$ cat src/edof_pkg.sv
// types, constants and helpers shared by the edit distance filter
package edof_pkg;

   localparam int DIST_W = 6;
   localparam int CHAR_W = 8;
   localparam logic [DIST_W-1:0] DIST_MAX = '1;

   localparam logic MODE_QUERY = 1'b0;
   localparam logic MODE_CAND  = 1'b1;

   typedef struct packed {
      logic              mode;
      logic [CHAR_W-1:0] char_byte;
      logic              word_end;
      logic              no_char;
   } req_beat_type;

   typedef struct packed {
      logic [DIST_W-1:0] distance;
      logic              is_one_edit;
      logic              length_overflow;
   } rsp_beat_type;

   typedef struct packed {
      logic              valid;
      logic [CHAR_W-1:0] ch;
      logic [DIST_W-1:0] diag;
      logic [DIST_W-1:0] left;
   } wave_type;

   typedef struct packed {
      logic              init;
      logic              load;
      logic [CHAR_W-1:0] load_char;
   } cell_ctrl_type;

   function automatic logic [DIST_W-1:0] sat_inc(input logic [DIST_W-1:0] v);
      sat_inc = (v == DIST_MAX) ? DIST_MAX : v + 1'b1;
   endfunction

endpackage

$ cat src/edof_cell.sv
// one systolic cell: holds a query character and its column of the distance row
module edof_cell (
   input  logic                          clock,
   input  logic                          reset,
   input  edof_pkg::cell_ctrl_type       ctrl,
   input  logic [edof_pkg::DIST_W-1:0]   init_value,
   input  edof_pkg::wave_type            wave_in,
   output edof_pkg::wave_type            wave_out,
   output logic [edof_pkg::DIST_W-1:0]   dp_out
);
   import edof_pkg::*;

   logic [CHAR_W-1:0] char_ff;
   logic [DIST_W-1:0] dp_ff;
   wave_type          wave_out_ff;

   logic [DIST_W-1:0] from_up;
   logic [DIST_W-1:0] from_left;
   logic [DIST_W-1:0] from_diag;
   logic [DIST_W-1:0] best;

   always_comb begin
      from_up   = sat_inc(dp_ff);
      from_left = sat_inc(wave_in.left);
      from_diag = (char_ff == wave_in.ch) ? wave_in.diag : sat_inc(wave_in.diag);
      best      = from_up;
      if (from_left < best) begin
         best = from_left;
      end
      if (from_diag < best) begin
         best = from_diag;
      end
   end

   always_ff @(posedge clock) begin
      if (ctrl.load) begin
         char_ff <= ctrl.load_char;
      end
   end

   always_ff @(posedge clock) begin
      if (reset) begin
         dp_ff             <= init_value;
         wave_out_ff.valid <= 1'b0;
      end else if (ctrl.init) begin
         dp_ff             <= init_value;
         wave_out_ff.valid <= 1'b0;
      end else if (wave_in.valid) begin
         dp_ff       <= best;
         wave_out_ff <= '{valid: 1'b1, ch: wave_in.ch, diag: dp_ff, left: best};
      end else begin
         wave_out_ff.valid <= 1'b0;
      end
   end

   assign wave_out = wave_out_ff;
   assign dp_out   = dp_ff;

endmodule

$ cat src/edit_distance_one_filter.sv
// top level: query loader, candidate sequencer and the chain of distance cells
// a query byte loads one cell's character; a candidate byte injects a wavefront
// that walks the cell chain one cell per cycle, and the input stays closed meanwhile
// a word end posts the result from the finish state; an empty item without one stays idle
// the result register lets the next item in while a result waits
// synchronous active-high reset clears control state and sets the row to 0..n
module edit_distance_one_filter #(
   parameter int MAX_LEN = 32
) (
   input  logic                   clock,
   input  logic                   reset,
   input  logic                   req_valid,
   output logic                   req_ready,
   input  edof_pkg::req_beat_type req_data,
   output logic                   rsp_valid,
   input  logic                   rsp_ready,
   output edof_pkg::rsp_beat_type rsp_data
);
   import edof_pkg::*;

   localparam int IDX_W = $clog2(MAX_LEN + 1);
   localparam logic [DIST_W-1:0] MAX_LEN_V = DIST_W'(MAX_LEN);

   typedef enum logic [2:0] {
      ST_IDLE = 3'b001,
      ST_RUN  = 3'b010,
      ST_FIN  = 3'b100
   } state_type;

   state_type         state_ff, state_in;
   logic [DIST_W-1:0] qlen_ff, qlen_in;
   logic [DIST_W-1:0] clen_ff, clen_in;
   logic              ovf_ff, ovf_in;
   logic              closed_ff, closed_in;
   logic [DIST_W-1:0] dp0_ff, dp0_in;
   logic [DIST_W-1:0] cnt_ff, cnt_in;
   logic              last_ff, last_in;
   wave_type          inj_ff, inj_in;
   rsp_beat_type      rsp_ff, rsp_in;
   logic              rsp_valid_ff, rsp_valid_in;

   logic              cell_init;
   logic              char_load;
   logic [DIST_W-1:0] char_idx;
   logic [DIST_W-1:0] q_base;
   logic [DIST_W-1:0] dp_base;
   logic [DIST_W-1:0] cl_base;
   logic [DIST_W-1:0] cl_next;
   logic [DIST_W-1:0] result_dist;

   wave_type          wave [0:MAX_LEN-1];
   logic [DIST_W-1:0] dp_vec [0:MAX_LEN];

   assign req_ready   = (state_ff == ST_IDLE);
   assign result_dist = dp_vec[qlen_ff[IDX_W-1:0]];

   always_comb begin
      state_in     = state_ff;
      qlen_in      = qlen_ff;
      clen_in      = clen_ff;
      ovf_in       = ovf_ff;
      closed_in    = closed_ff;
      dp0_in       = dp0_ff;
      cnt_in       = cnt_ff;
      last_in      = last_ff;
      inj_in       = inj_ff;
      inj_in.valid = 1'b0;
      rsp_in       = rsp_ff;
      rsp_valid_in = rsp_valid_ff && !rsp_ready;
      cell_init    = 1'b0;
      char_load    = 1'b0;
      char_idx     = qlen_ff;
      q_base       = closed_ff ? '0 : qlen_ff;
      dp_base      = closed_ff ? dp0_ff : '0;
      cl_base      = closed_ff ? clen_ff : '0;
      cl_next      = sat_inc(cl_base);

      case (state_ff)
         ST_IDLE: begin
            if (req_valid) begin
               if (req_data.mode == MODE_QUERY) begin
                  qlen_in   = q_base;
                  closed_in = 1'b0;
                  if (closed_ff) begin
                     ovf_in  = 1'b0;
                     clen_in = '0;
                  end
                  if (!req_data.no_char) begin
                     if (q_base < MAX_LEN_V) begin
                        char_load = 1'b1;
                        char_idx  = q_base;
                        qlen_in   = q_base + 1'b1;
                     end else begin
                        ovf_in = 1'b1;
                     end
                  end
                  if (req_data.word_end) begin
                     closed_in = 1'b1;
                     cell_init = 1'b1;
                     dp0_in    = '0;
                     clen_in   = '0;
                  end
               end else begin
                  // candidate beat, closing an open query first
                  closed_in = 1'b1;
                  cell_init = !closed_ff;
                  dp0_in    = dp_base;
                  clen_in   = cl_base;
                  last_in   = req_data.word_end;
                  if (!req_data.no_char) begin
                     clen_in = cl_next;
                     dp0_in  = cl_next;
                     inj_in  = '{valid: 1'b1, ch: req_data.char_byte,
                                 diag: dp_base, left: cl_next};
                  end
                  if (!req_data.no_char && qlen_ff != '0) begin
                     state_in = ST_RUN;
                     cnt_in   = DIST_W'(1);
                  end else if (req_data.word_end) begin
                     state_in = ST_FIN;
                  end
               end
            end
         end
         ST_RUN: begin
            cnt_in = cnt_ff + 1'b1;
            if (cnt_ff == qlen_ff) begin
               state_in = last_ff ? ST_FIN : ST_IDLE;
            end
         end
         ST_FIN: begin
            if (!rsp_valid_ff || rsp_ready) begin
               rsp_in.distance        = result_dist;
               rsp_in.is_one_edit     = (result_dist == DIST_W'(1));
               rsp_in.length_overflow = ovf_ff || (clen_ff > MAX_LEN_V);
               rsp_valid_in           = 1'b1;
               cell_init              = 1'b1;
               dp0_in                 = '0;
               clen_in                = '0;
               state_in               = ST_IDLE;
            end
         end
         default: begin
            state_in = ST_IDLE;
         end
      endcase
   end

   always_ff @(posedge clock) begin
      if (reset) begin
         state_ff     <= ST_IDLE;
         qlen_ff      <= '0;
         clen_ff      <= '0;
         ovf_ff       <= 1'b0;
         closed_ff    <= 1'b0;
         dp0_ff       <= '0;
         cnt_ff       <= '0;
         last_ff      <= 1'b0;
         inj_ff.valid <= 1'b0;
         rsp_valid_ff <= 1'b0;
      end else begin
         state_ff     <= state_in;
         qlen_ff      <= qlen_in;
         clen_ff      <= clen_in;
         ovf_ff       <= ovf_in;
         closed_ff    <= closed_in;
         dp0_ff       <= dp0_in;
         cnt_ff       <= cnt_in;
         last_ff      <= last_in;
         inj_ff.valid <= inj_in.valid;
         rsp_valid_ff <= rsp_valid_in;
      end
   end

   always_ff @(posedge clock) begin
      inj_ff.ch   <= inj_in.ch;
      inj_ff.diag <= inj_in.diag;
      inj_ff.left <= inj_in.left;
      rsp_ff      <= rsp_in;
   end

   assign wave[0]   = inj_ff;
   assign dp_vec[0] = dp0_ff;

   for (genvar k = 1; k <= MAX_LEN; k++) begin : g_cell
      cell_ctrl_type cell_ctrl;
      assign cell_ctrl.init      = cell_init;
      assign cell_ctrl.load      = char_load && (char_idx == DIST_W'(k - 1));
      assign cell_ctrl.load_char = req_data.char_byte;
      if (k < MAX_LEN) begin : g_mid
         edof_cell u_cell (
            .clock      (clock),
            .reset      (reset),
            .ctrl       (cell_ctrl),
            .init_value (DIST_W'(k)),
            .wave_in    (wave[k-1]),
            .wave_out   (wave[k]),
            .dp_out     (dp_vec[k])
         );
      end else begin : g_tail
         edof_cell u_cell (
            .clock      (clock),
            .reset      (reset),
            .ctrl       (cell_ctrl),
            .init_value (DIST_W'(k)),
            .wave_in    (wave[k-1]),
            .wave_out   (),
            .dp_out     (dp_vec[k])
         );
      end
   end

   assign rsp_valid = rsp_valid_ff;
   assign rsp_data  = rsp_ff;

endmodule

$ cat config.mk
export PLATFORM = sky130hd
export DESIGN_NAME = edit_distance_one_filter
export DESIGN_NICKNAME = d
export VERILOG_FILES = /design/src/edof_pkg.sv /design/src/edof_cell.sv /design/src/edit_distance_one_filter.sv
export SDC_FILE = /design/constraint.sdc
export NUM_CORES = 2
export LEC_CHECK = 0
export ABC_CLOCK_PERIOD_IN_PS = 7900
export BUFFER_PORTS_ARGS = -buffer_cell sky130_fd_sc_hd__buf_4
export CORE_MARGIN = 2
export CORE_UTILIZATION = 49
export DETAILED_ROUTE_END_ITERATION = 16
export GPL_TIMING_DRIVEN = 1
export PLACE_DENSITY = 0.68
export SYNTH_ARGS = -nofsm -noshare
export SYNTH_HDL_FRONTEND = slang
export SYNTH_HIERARCHICAL = 1
export SYNTH_SLANG_ARGS = --single-unit
export TNS_END_PERCENT = 20
$ cat constraint.sdc
create_clock -name clock -period 7.9 [get_ports clock]
set_input_delay 1.58 -clock clock [delete_from_list [all_inputs] [get_ports clock]]
set_output_delay 1.58 -clock clock [all_outputs]
set_load 0.02 [all_outputs]
# Word level (Yosys, flattened, before mapping)
# Cells that the tools add are included.
# op_classes
n_addsub,99
multipliers,0
div,0
order_cmp,67
eq_ne,173
shift,0
n_mux,278
bitwise_logic,7
n_reduce_logical,86
# op_table
op,n
$mux W6,218
$add A6 B1 Y6 const B,99
$eq A6 B6 Y1 const B,97
$lt A6 B6 Y1,64
$eq A8 B8 Y1,32
$reduce_and A3 Y1,33
$eq A6 B5 Y1 const B,16
$eq A6 B4 Y1 const B,8
$mux W1,46
$bmux W6 S6,1
$pmux W6 S2,3
$logic_and A1 B1 Y1,34
$eq A6 B3 Y1 const B,4
$mux W21,1
$mux W3,7
$reduce_and A4 Y1,4
$eq A6 B1 Y1 const B,2
$eq A6 B2 Y1 const B,2
$pmux W3 S3,1
$ge A7 B7 Y1 const B,1
$not A6 Y7,1
$eq A6 B6 Y1,1
$gt A6 B6 Y1 const B,1
$logic_not A6 Y1,1
18 further kinds,33
# totals
register_bits,1159
latchBits,0
ramBits,0
rom_bits,0
input_bits,15
out_inout_bits,10
word_cells,914
n_memories,0

# Longest topological paths before layout
# logic_depth
depth_word,9
depth_mapped,18
ltp_nobuf,18

# By module
# Netlist, hierarchy kept.
# modules_own_cells
module,n_inst,cells_per_inst,area_each_um2,seq_area_each_um2
edof_cell at g_cell[12].g_mid.u_cell ...,26,206,2297.2,1041.0
edof_cell at g_cell[10].g_mid.u_cell ...,4,211,2341.0,1041.0
edit_distance_one_filter,1,446,4495.6,1481.4
edof_cell at g_cell[8].g_mid.u_cell,1,217,2304.7,1041.0
edof_cell at g_cell[9].g_mid.u_cell,1,206,2294.7,1041.0

# Worst setup path after synthesis
# OpenSTA, ideal clock, no wires.
# synth_timing
path_kind,input -> register
start,input port req_valid
end,register g_cell[10].g_mid.u_cell.wave_out_ff (netlist bit g_cell[10].g_mid.u_cell/wave_out[0]) (enable)
setup_ns,0.341
arrival_time_ns,7.146
required_ns,7.559
setup_slack_ns,0.413
cell_stages,5
path_buffers,0
path_cell_list,nand4bb_1 > o21bai_1 > o21ai_0 > nor2_1 > and2_1
# synth_between
elab_chain_cells,4
# synth_rtl
element,line,source
"start, declared",edit_distance_one_filter.sv:12,"input logic req_valid,"
$mux W1,edit_distance_one_filter.sv:80,if (req_valid) begin
$pmux W1 S2,edit_distance_one_filter.sv:78,case (state_ff)
net cell_init,edit_distance_one_filter.sv:42,logic cell_init;
$not A1 Y1 (no line),-,
$reduce_and A3 Y1 (no line),-,
"end signal, assigned",edof_cell.sv:50,"wave_out_ff <= '{valid: 1'b1, ch: wave_in.ch, diag: dp_ff, left: best};"
"end, declared",edof_cell.sv:15,wave_type wave_out_ff;
# The timed path passes the listed nets, and every way through them passes these cells.
# A chain may end at the register's enable or synchronous reset.

# Worst setup path in the final report
# layout_timing
start,register g_cell[4].g_mid.u_cell.wave_out_ff (netlist bit g_cell[4].g_mid.u_cell/wave_out[0])
end,register g_cell[5].g_mid.u_cell.dp_ff[5] (data pin)
# layout_between
elab_chain_cells,6
word_cells_on_any_way,7
classes_between,1 x add/sub; 2 x order compare; 1 x eq/ne; 3 x mux
# layout_rtl
element,line,source
"start, declared",edof_cell.sv:15,
"start signal, assigned",edof_cell.sv:50,
$add A6 B1 Y6 or $eq A6 B6 Y1 (tied branches),edof_pkg.sv:38,sat_inc = (v == DIST_MAX) ? DIST_MAX : v + 1'b1;
$mux W6 *,edof_pkg.sv:38,
$lt A6 B6 Y1,edof_cell.sv:27,if (from_left < best) begin
$mux W6 *,edof_cell.sv:27,
$lt A6 B6 Y1,edof_cell.sv:30,if (from_diag < best) begin
$mux W6 *,edof_cell.sv:30,
"end signal, assigned",edof_cell.sv:43,dp_ff <= init_value;
"end signal, assigned",edof_cell.sv:46,dp_ff <= init_value;
"end signal, assigned",edof_cell.sv:49,dp_ff <= best;
"end, declared",edof_cell.sv:14,logic [DIST_W-1:0] dp_ff;
# Mark *: on every way between the ends. The rest lies on a longest branch, timed or not.

==> reports/metrics.csv <==
stage,metric,value,unit
status,status,finished clean,
pwr,Power Dens Cells,257,nW/um^2
cells_and_area,area delta synth->final,9.22,%
global_routing,total grt overflow,0,
routing,uppermost layer routed,met5,
cells_and_area,Reg area,34200,sq um
routing,DRC marker count from the first detailed-route iteration,5121,
routing,WL met2,93800,um
critical_path,CP Capture Type,register,
clock_network,CTS buffer count,121,
job,number of max-cap violations,0,
clock_network,Clock transition at path regs,0.06,ns
logic_synthesis,Syn. warnings,6,
critical_path,CP Class,reg2reg,
sta,final worst path period need,4.93,ns
cells_and_area,multi-input logic area,42300,sq um
pwr,VDD IR max,187,uV
cells_and_area,Fillers,13251,
clock_network,TritonCTS clock tree,done,
routing,WL met1,86100,um
routing,Vias/cell,6.28,
routing,metal3 WL,11900,um
die,Die Width,402,um
routing,Final ANT Viol Nets,0,
critical_path,CP Data Arrival Time,5.41,ns
routing,detailed-route wire length per cell,20.8,um
die,Rows,145,
critical_path,CP required,8.39,ns
critical_path,crit-path max FO,6,
sta,final hold viol count,0,
place,number of port buffers,24,
sta,FMAX,203,MHz
die,Starting Density,49.5,%
place,Setup WS pre-CTS,3.04,ns
routing,first drt pass iteration count,6,
die,Core Footprint,157000,sq um
logic_synthesis,post-synthesis instance total,7040,
cells_and_area,Final Instance Area,84700,sq um
min_path,Hold Path Class,reg2reg,
sta,relative slew slack,14.9,%
sta,PnR worst setup slack,2.97,ns
sta,"Slew Viols, Final",0,
clock_network,Num Clock Sinks,1159,
global_routing,vias in the first global route,55957,
sta,Slew @ Worst Pin,1.26,ns
critical_path,startpoint types,register,
place,DP Area,80600,sq um
clock_network,clock root cell,clkbuf_16,
clock_network,Post-CTS Resized,0,
cells_and_area,layout cell share with drive strength beyond 1,11.6,%
clock_network,H-tree depth,3,
cells_and_area,Final nets,7723,
die,Die ar.,161000,sq um
pwr,leak pwr,31.5,nW
sta,unrepaired setup endpoints after global routing,no,
clock_network,Post-CTS Setup Bufs,0,
routing,routed vias,59334,
global_routing,initial antenna violation count,9,
sta,hold slack,0.463,ns
global_routing,largest net degree at the start of global routing,97,
logic_synthesis,Syn Std Cell Area,77500,sq um
place,RePlAce Congestion,0.924,
global_routing,Tot GR Track Use,23.7,%
clock_network,Hold Buf Count CTS,0,
routing,Routed Wire Length,197000,um
clock_network,worst skew pair latency,0.75,ns
clock_network,CTS max path bufs,3,
sta,setup TNS,0,ns
die,chip height,402,um
place,DP HPWL,147000,um
routing,DRC,0,
logic_synthesis,Avg Inst Size Synth,11.0,sq um
cells_and_area,Util after Layout,54.1,%
sta,final setup vio count,0,
sta,Final Skew,0.0231,ns
global_routing,first-pass GRT wire length,309000,um
die,Ports,25,
sta,part of the cycle the worst path needs,62.3,%
[path summary, 6_finish.rpt]
check,start,end,slack (ns),cells after the start
worst min-delay path,g_cell[29].g_mid.u_cell/wave_out[15],g_cell[30].g_mid.u_cell/wave_out[15],0.46,0
worst min register to register,g_cell[29].g_mid.u_cell/wave_out[15],g_cell[30].g_mid.u_cell/wave_out[15],0.46,0
worst max-delay path,g_cell[4].g_mid.u_cell/wave_out[0],g_cell[5].g_mid.u_cell/dp_out[5],2.97,15
worst max register to register,g_cell[4].g_mid.u_cell/wave_out[0],g_cell[5].g_mid.u_cell/dp_out[5],2.97,15
[where the power goes]
| part | internal (mW) | switching, mW | total, mW |
|---|---|---|---|
| logic | 3.06 | 4.74 | 7.80 |
| registers | 7.41 | 0.811 | 8.22 |
| clock network | 3.32 | 2.45 | 5.76 |
[critical path: stages, from the launching register on]
cell and delay [ns]:
edfxtp_1 0.44, ha_1 0.30, or4_1 0.57, o21a_1 0.14
ha_1 0.33, and3_4 0.20, a221oi_2 0.51, nand2_1 0.11
o211a_1 0.27, ha_1 0.31, a211oi_1 0.29, o21ai_0 0.24
a211oi_2 0.33, a211o_4 0.18, nand2_2 0.10, a221o_1 0.34
[cell type report]
| class | instances | area share [%] |
|---|---|---|
| Inverter | 322 | 1.43 |
| Clock inverter | 78 | 0.959 |
| Clock buffer | 150 | 3.79 |
| Sequential cell | 1159 | 40.4 |
| Multi-Input combinational cell | 5643 | 50.0 |
| Timing Repair Buffer | 42 | 0.392 |
| Antenna cell | 1 | 0.00296 |
| Tap cell | 2058 | 3.04 |
[state kept, by name (all words and copies together), names as in the netlist, 3 cells and up]
register	cells
inj_ff	21
g_cell.g_mid.u_cell/dp_out	186
g_cell.g_mid.u_cell/char_ff	248
clen_ff	6
g_cell.g_tail.u_cell/char_ff	8
dp0_ff	6
cnt_ff	6
g_cell.g_tail.u_cell/dp_out	6
g_cell.g_mid.u_cell/wave_out	651
qlen_ff	6
rsp_data	8
state_ff	3
[cells in the final DEF (no fill, tap or decap), drive strengths merged, types with 65 or more instances in the layout]
cell,instances
mux2,76
o21a,65
and3,70
o211a,124
a2111oi,65
nand2b,81
a211o,156
and4,73
a211oi,160
a21o,167
xnor2,78
nor2,434
o211ai,162
and2,130
edfxtp,1096
a21oi,185
o311ai,120
o21ai,375
a31oi,134
nor4,124
nand4,88
conb,192
nand3,338
xor2,225
nor2b,69
ha,419
clkbuf,150
mux2i,267
nand2,705
inv,328
[metrics by stage]
step	power, mW	instances
detailed placement	16.0	9224
finish	21.8	9453
floorplan	13.9	7230
global placement	15.8	9224
CTS	21.8	9452
global route	23.0	9452
[layer usage]
metal	vias to the layer above	GRT usage, %
li1	28179	-
met1	28941	32.1
met2	1886	39.9
met3	326	3.19
met4	2	6.69
met5	-	0
Power figures use the tool's default switching activity.
